## src/qvt_pkg.sv

```systemverilog
// Package for the quadrilateral vertex transformer.
// Holds widths, action codes, sequencer states and the CORDIC arctangent table.
package qvt_pkg;

	localparam int CW = 24;
	localparam int AW = 18;
	localparam int STEPS = 16;
	localparam int SW = $clog2(STEPS);
	localparam int EXT = CW + 16 + 2;
	localparam int ZW = 28;
	localparam int FULL_TURN = 92160;
	localparam int QUARTER_TURN = 23040;
	localparam int GAIN_Q30 = 652032874;

	typedef enum logic [2:0] {
		ACT_SET    = 3'd0,
		ACT_ADD    = 3'd1,
		ACT_ROTATE = 3'd2,
		ACT_SCALE  = 3'd3,
		ACT_MOVE   = 3'd4,
		ACT_CENTER = 3'd5,
		ACT_READ   = 3'd6,
		ACT_SPARE  = 3'd7
	} action_t;

	typedef enum logic [2:0] {
		ST_IDLE,
		ST_REDUCE,
		ST_LOAD,
		ST_GAIN,
		ST_ITER,
		ST_STORE,
		ST_DONE
	} state_t;

	// Control from the sequencer to the CORDIC unit.
	typedef struct packed {
		logic           load;
		logic           gain;
		logic           iter;
		logic [SW-1:0]  step;
		logic [1:0]     quad;
	} cordic_ctl_t;

	function automatic logic [ZW-1:0] atan_lut(input logic [4:0] k);
		logic [ZW-1:0] v;
		unique case (k)
			5'd0:  v = 28'd47185920;
			5'd1:  v = 28'd27855475;
			5'd2:  v = 28'd14718068;
			5'd3:  v = 28'd7471121;
			5'd4:  v = 28'd3750058;
			5'd5:  v = 28'd1876857;
			5'd6:  v = 28'd938658;
			5'd7:  v = 28'd469357;
			5'd8:  v = 28'd234682;
			5'd9:  v = 28'd117342;
			5'd10: v = 28'd58671;
			5'd11: v = 28'd29335;
			5'd12: v = 28'd14668;
			5'd13: v = 28'd7334;
			5'd14: v = 28'd3667;
			5'd15: v = 28'd1833;
			5'd16: v = 28'd917;
			5'd17: v = 28'd458;
			5'd18: v = 28'd229;
			5'd19: v = 28'd115;
			5'd20: v = 28'd57;
			5'd21: v = 28'd29;
			5'd22: v = 28'd14;
			5'd23: v = 28'd7;
			default: v = '0;
		endcase
		return v;
	endfunction

	function automatic logic signed [CW-1:0] sat(input logic signed [EXT-1:0] v);
		logic signed [EXT-1:0] hi;
		logic signed [EXT-1:0] lo;
		hi = EXT'((64'sd1 <<< (CW - 1)) - 1);
		lo = -hi - 1;
		if (v > hi) return hi[CW-1:0];
		if (v < lo) return lo[CW-1:0];
		return v[CW-1:0];
	endfunction

endpackage

```

## src/qvt_cordic.sv

```systemverilog
// Shared rotation unit: gain multiply, quadrant swap and one CORDIC step per cycle.
// Depends on qvt_pkg.
module qvt_cordic (
	input  logic                              clk,
	input  qvt_pkg::cordic_ctl_t              ctl,
	input  logic signed [qvt_pkg::CW:0]       dx,
	input  logic signed [qvt_pkg::CW:0]       dy,
	input  logic signed [qvt_pkg::ZW-1:0]     z0,
	output logic signed [qvt_pkg::EXT-1:0]    x_out,
	output logic signed [qvt_pkg::EXT-1:0]    y_out
);

	localparam int EXT = qvt_pkg::EXT;
	localparam int ZW = qvt_pkg::ZW;

	logic signed [EXT-1:0] x_q, y_q;
	logic signed [ZW-1:0]  z_q;
	logic signed [qvt_pkg::CW:0] dx_q, dy_q;
	logic signed [qvt_pkg::CW+31:0] px, py;
	logic signed [EXT-1:0] gx, gy, xs, ys;

	// Gain multiply: one multiplier per axis, then quadrant rotation.
	assign px = dx_q * $signed(31'(qvt_pkg::GAIN_Q30));
	assign py = dy_q * $signed(31'(qvt_pkg::GAIN_Q30));
	assign gx = EXT'(px >>> 14);
	assign gy = EXT'(py >>> 14);
	assign xs = x_q >>> ctl.step;
	assign ys = y_q >>> ctl.step;

	// One shared iteration register set.
	always_ff @(posedge clk) begin
		if (ctl.load) begin
			dx_q <= dx;
			dy_q <= dy;
			z_q  <= z0;
		end else if (ctl.gain) begin
			unique case (ctl.quad)
				2'd0: begin x_q <= gx;  y_q <= gy;  end
				2'd1: begin x_q <= -gy; y_q <= gx;  end
				2'd2: begin x_q <= -gx; y_q <= -gy; end
				default: begin x_q <= gy; y_q <= -gx; end
			endcase
		end else if (ctl.iter) begin
			if (!z_q[ZW-1]) begin
				x_q <= x_q - ys;
				y_q <= y_q + xs;
				z_q <= z_q - $signed(qvt_pkg::atan_lut(5'(ctl.step)));
			end else begin
				x_q <= x_q + ys;
				y_q <= y_q - xs;
				z_q <= z_q + $signed(qvt_pkg::atan_lut(5'(ctl.step)));
			end
		end
	end

	// Round half up back to Q15.8.
	assign x_out = (x_q + EXT'(32768)) >>> 16;
	assign y_out = (y_q + EXT'(32768)) >>> 16;

endmodule

```

## config.mk

```make
export PLATFORM = sky130hd
export DESIGN_NAME = qvt_cordic
export DESIGN_NICKNAME = d
export VERILOG_FILES = /design/src/qvt_pkg.sv /design/src/qvt_cordic.sv
export SDC_FILE = /design/constraint.sdc
export NUM_CORES = 2
export LEC_CHECK = 0
export CORE_UTILIZATION = 30
export DETAILED_ROUTE_END_ITERATION = 8
export DONT_BUFFER_PORTS = 1
export GPL_TIMING_DRIVEN = 1
export PLACE_DENSITY = 0.43
export SLEW_MARGIN = 30
export SYNTH_ARGS = -nofsm -noshare
export SYNTH_HDL_FRONTEND = slang
export SYNTH_SLANG_ARGS = --single-unit
```

## constraint.sdc

```tcl
create_clock -name clk -period 22.1 [get_ports clk]
set_input_delay 4.42 -clock clk [delete_from_list [all_inputs] [get_ports clk]]
set_output_delay 4.42 -clock clk [all_outputs]
set_load 0.01 [all_outputs]
```

# --- Yosys cells after proc, flatten, opt, wreduce, memory -nomap -nowiden ---
# Memory sizes are Yosys's and may differ from the RTL's.
# Cells that the tools add are included.
word_totals:
  regBits: 162
  rom_bits: 832
  output_inout_bits: 84
  n_memories: 2
mem_list:
  columns: ["name", "depth", "width", "rd", "rd_clocked_by_memory_dff", "write_ports", "line", "text"]
  rows:
  - ["(no name shown)", 16, 26, 1, 0, 0, "qvt_pkg.sv:47", "unique case (k)"]
  - ["(no name shown)", 16, 26, 1, 0, 0, "qvt_pkg.sv:47", null]
classes:
  addsub: 10
  n_mul: 2
  n_eq_ne: 3
  n_shift: 2
  mux: 20
  bitwise: 1
  reduce_logical: 5
op_table:
  columns: ["cell", "count"]
  rows:
  - ["$mux 28", 12]
  - ["$mux 42", 6]
  - ["$pmux 42 s3", 2]
  - ["$mul 25x30->55 const B", 2]
  - ["$add 42x17->42 const B", 2]
  - ["$add 42x42->42", 2]
  - ["$neg 42->42", 2]
  - ["$sshr 42x4->42", 2]
  - ["$sub 42x42->42", 2]
  - ["$add 28x28->28", 1]
  - ["$sub 28x28->28", 1]
  - ["$reduce_and 2->1", 2]
  - ["$reduce_bool 2->1", 2]
  - ["$eq 2x1->1 const B", 1]
  - ["$eq 2x2->1 const B", 1]
  - ["$logic_not 2->1", 1]
  - ["$ne 2x1->1 const B", 1]
  - ["$not 1->1", 1]

# --- Longest topological paths before layout ---
# An unclocked memory read counts as a cell.
depth:
  word_depth: 10
  depth_mapped: 30
  depth_no_buf: 30

# --- Worst setup path before layout ---
# No wires, ideal clock.
synth_path:
  path_kind: "input port to flip-flop"
  from: "input port ctl[4] (netlist name)"
  to: "register x_q[41] (data pin)"
  t_arrival_ns: 10.385
  required_ns: 21.827
  setup_slack_ns: 11.442
  cell_stages: 27
  path_buffers: 9
  cell_sequence: "clkbuf_1 > clkbuf_1 > buf_1 > buf_1 > clkbuf_1 > buf_2 > clkbuf_1 > clkbuf_1 > buf_1 > nand2_1 > a21oi_1 > a21oi_1 > a21oi_1 > xor2_1 > ha_1 > a2111oi_0 > o21ai_0 > a41oi_1 > a2111oi_0 > o2111ai_1 > a31oi_1 > o22ai_1 > o211ai_1 > o41ai_1 > o21ai_0 > xnor2_1 > o211ai_1"
synth_between:
  elab_chain_cells: 5
  word_cells_on_any_way: 6
  classes_between: "add/sub (2); shift (1); mux (3)"
synth_lines:
  columns: ["element", "line", "text"]
  rows:
  - ["start: declaration", "qvt_cordic.sv:5", "input qvt_pkg::cordic_ctl_t ctl,"]
  - ["$sshr 42x4->42 (*)", "qvt_cordic.sv:28", "assign ys = y_q >>> ctl.step;"]
  - ["$sub 42x42->42 or $add 42x42->42 (tied branches)", "qvt_cordic.sv:45, qvt_cordic.sv:49", null]
  - ["$mux 42 (*)", "qvt_cordic.sv:44", "if (!z_q[ZW-1]) begin"]
  - ["$mux 42 (*)", "qvt_cordic.sv:43", "end else if (ctl.iter) begin"]
  - ["$mux 42 (*)", "qvt_cordic.sv:36", "end else if (ctl.gain) begin"]
  - ["end signal: assignment", "qvt_cordic.sv:38", "2'd0: begin x_q <= gx; y_q <= gy; end"]
  - ["end signal: assignment", "qvt_cordic.sv:39", "2'd1: begin x_q <= -gy; y_q <= gx; end"]
  - ["end signal: assignment", "qvt_cordic.sv:45", "x_q <= x_q - ys;"]
  - ["end: declaration", "qvt_cordic.sv:16", "logic signed [EXT-1:0] x_q, y_q;"]
# Mark *: on every way between the ends. The rest lies on a longest branch, timed or not. The select of a mux whose other input is x is not followed.
# A chain may end at the register's enable or synchronous reset.

# --- Worst setup path after layout ---
layout_path:
  from: "input port ctl[4] (netlist name)"
  to: "register x_q[40] (data pin)"
# The elaborated chain is that of the path after synthesis.

==> impl_metrics.yaml <==
worst_setup_path:
  startpoint_type: "input port"
  ff2ff_path_depth: 23
  r2r_slack_ns: 11.85
  critPathSlowestCell: "a2111oi_0"
  timing.rr.start: "dx_q[8]"
  worstSetupPathType: "input port to flip-flop"
  cp_common_cell: "o21ai_0"
  critPathMaxFanout: 89
  worstReg2RegEnd: "y_q[38]"
  arrival_ns: 11.13
  critPathMaxStageDelay_ns: 0.75
  critPathCaptureType: "flip-flop"
  path_cells: "inv_2 > buf_4 > mux2_2 > mux2i_1 > nand3_1 > a2111oi_0 > and2_1 > a31oi_1 > xor2_1 > ha_1 > a211oi_1 > and2_1 > o21ai_0 > a31o_2 > a31oi_1 > o21ai_0 > a221oi_1 > o211ai_1 > nand3_1 > a21boi_0 > o21ai_0 > mux2i_1 > o311ai_0"
  setup.worst_path.start: "ctl[4]"
  critical_path_required_ns: 22.39
timing:
  totalNegativeSetupSlack_ns: 0
  hold_violations: 0
  fmax_mhz: 92.3
  finClkSkew_ns: 0.0250
  fin_crit_sh_pct: 49.0
  slew_viol_final: 0
  max_slew_margin_pct: 32.1
  final.min_clock_period_ns: 10.84
  worstMarginPinSlew_ns: 1.00
  finalSetupViolCount: 0
  rsz0062_at_grt: "no"
detailed_routing:
  drt_iter0_drc: 3020
  drt_first_pass_iters: 5
  route.detailed.drc: 0
  vias_per_cell: 5.28
  route.antenna.remaining_nets: 0
  wl_per_cell_um: 23.0
  wl_um: 175000
  vias: 40300
clock_network:
  cts-root-buf: "clkbuf_16"
  h-tree-depth: 4
  cts_sinks: 162
  cts.path.max_buffers: 2
  cts_hold_buf: 0
  clock_latency_ns: 0.57
  cts_buffers: 17
  cts_resized: 0
  cts_tree: "done"
  post_cts_buffers: 0
  clk_pin_slew_ns: 0.10
die:
  initial_core_util_pct: 30.3
  fp.dieW_um: 411
  design.core.area_um2: 166000
  fp.dieH_um: 411
  dieArea_um2: 169000
  top_level_ports: 172
  std_cell_rows: 149
global_route:
  grt_pass1_vias: 41500
  globalRouteTotalUtil_pct: 20.9
  antenna_found_initial: 9
  grt_max_degree: 218
  grt_overflow: 0
  grt_pass1_wl_um: 267000
synthesis:
  syn_nets: 6951
  synth_warnings: 0
  avgSynthCellArea_um2: 8.94
  synthDistinctLibCells: 107
  ys_seq_elements: 162
  yosysSeqAreaShare_pct: 9.69
  synthCells: 5616
  synthArstFlopShare_pct: 0
  synth_flop_cell: "edfxtp_1"
  synthesis.area_um2: 50200
  synth_edf_count: 162
placed_design:
  port_buffers: 0
  gp_congestion: 0.913
  place_hpwl_um: 148000
status:
  status: "finished clean"
run:
  cap_violations: 0
layout:
  nets: 6774
  drive_gt1_share_pct: 5.58
  area_growth_syn_to_layout_pct: 5.32
  nFillCells: 17500
worst_hold_path:
  hold_end: "z_q[0]"
  holdCritPathClass: "flip-flop to flip-flop"
  hold_depth: 2
  worstHoldStart: "z_q[0]"
## metal layers
layer / vias up / wire (µm) / GRT usage, %
li1: 19000 / - / -
met1: 20200 / 82800 / 29.5
met2: 1024 / 81300 / 34.0
met3: 127 / 7980 / 2.74
met4: 8 / 3270 / 4.23
met5: - / 41 / 0
## area by class of cell
class / count / area (µm²) / share of cell area [%]
multi-input combinational: 4244 / 40700 / 76.9
sequential: 162 / 4860 / 9.20
inverter: 971 / 3650 / 6.89
tap: 2189 / 2740 / 5.18
clock buffer: 17 / 425 / 0.804
timing repair buffer: 43 / 363 / 0.686
clock inverter: 15 / 163 / 0.308
antenna: 1 / 2.50 / 0.00473
## critical path, delay by kind of cell
| family | cells | cell delay (ns) |
|---|---|---|
| AND/OR/NAND/NOR | 4 | 0.71 |
| adder cells (fa/ha/maj) | 1 | 0.36 |
| XOR/XNOR | 1 | 0.19 |
| multiplexers | 3 | 0.97 |
| buffers and inverters | 2 | 1.06 |
| AO/OA/AOI/OAI | 12 | 3.38 |
## sequential cells by signal, summed over array words and instances, names as in the netlist
| register | count |
|---|---|
| x_q | 42 |
| y_q | 42 |
| dy_q | 25 |
| dx_q | 25 |
| z_q | 28 |
## cells by family after synthesis
kind of cell / after synthesis / share of synthesized area, %
multiplexers: 208 / 6.95
buffers and inverters: 1210 / 9.48
AO/OA/AOI/OAI: 1161 / 15.3
AND/OR/NAND/NOR: 1301 / 12.5
flip-flops: 162 / 9.69
XOR/XNOR: 327 / 5.70
adder cells (fa/ha/maj): 1247 / 40.4
## cells in the final DEF, fill, tap and decap left out, types with 15 or more instances in the layout
master,Yosys,layout
mux2_2,31,31
nor2_1,299,297
clkbuf_16,0,17
o221ai_1,15,15
or2_2,17,17
o22ai_1,18,18
o21bai_1,30,30
or3_1,29,29
a21oi_1,310,310
buf_4,36,41
ha_1,626,626
nand3_1,127,127
o2111ai_1,19,19
nor4_1,20,20
xor2_1,129,128
o211ai_1,42,42
nor3_1,96,95
o31ai_1,33,32
xnor2_1,198,196
nand4_1,61,61
mux4_2,108,108
a211o_1,16,16
and2_1,63,63
nand2b_1,30,30
inv_1,965,965
a21o_1,106,106
a31oi_1,58,58
mux2i_1,68,68
nor2b_1,21,21
edfxtp_1,162,162
a211oi_1,36,36
and3_1,56,56
o21ai_0,243,243
fa_1,621,621
o21a_1,35,35
nand2_1,411,411
## Yosys cell counts, types with 16 or more instances
master / number / area (µm²)
mux2i_1: 68 / 681
nor2b_1: 21 / 131
and3_1: 56 / 350
o21bai_1: 30 / 225
a21o_1: 106 / 796
edfxtp_1: 162 / 4860
nor4_1: 20 / 125
nand2b_1: 30 / 188
nand4_1: 61 / 382
o22ai_1: 18 / 113
o211ai_1: 42 / 315
buf_1: 26 / 97.6
mux4_2: 108 / 2430
nor3_1: 96 / 480
ha_1: 626 / 7830
mux2_2: 31 / 349
fa_1: 621 / 12400
o2111ai_1: 19 / 166
o21a_1: 35 / 263
a31oi_1: 58 / 363
a211o_1: 16 / 140
nand3_1: 127 / 636
xor2_1: 129 / 1130
xnor2_1: 198 / 1730
buf_4: 36 / 270
buf_2: 23 / 115
a211oi_1: 36 / 270
and2_1: 63 / 394
a21oi_1: 310 / 1550
clkbuf_1: 146 / 548
o31ai_1: 33 / 248
nand2_1: 411 / 1540
or2_2: 17 / 106
nor2_1: 299 / 1120
inv_1: 965 / 3620
o21ai_0: 243 / 1220
or3_1: 29 / 181
## metrics by stage
step / utilization [%] / cells / area [µm²] / hold WS, ns / setup slack, ns
after floorplan: - / 5616 / 50200 / 0.649 / 11.44
final: 31.9 / 7642 / 52900 / 0.700 / 11.26
after CTS: 31.9 / 7641 / 52900 / 0.700 / 11.29
after global routing: 31.9 / 7641 / 52900 / 0.730 / 10.76
after global placement: 31.6 / 7609 / 52200 / 0.672 / 10.78
after detailed placement: 31.6 / 7609 / 52300 / 0.677 / 10.67
## worst max path at each step
| stage | to | depth (start not counted) |
|---|---|---|
| floorplan | x_q[41] | 27 |
| global placement | x_q[41] | 21 |
| detailed placement | x_q[40] | 23 |
| CTS | x_q[40] | 23 |
| global route | x_q[40] | 23 |
| finish | x_q[40] | 23 |
Power is not shown: default switching activity piles up to over one toggle a cycle in this logic, so the estimate is an artifact.
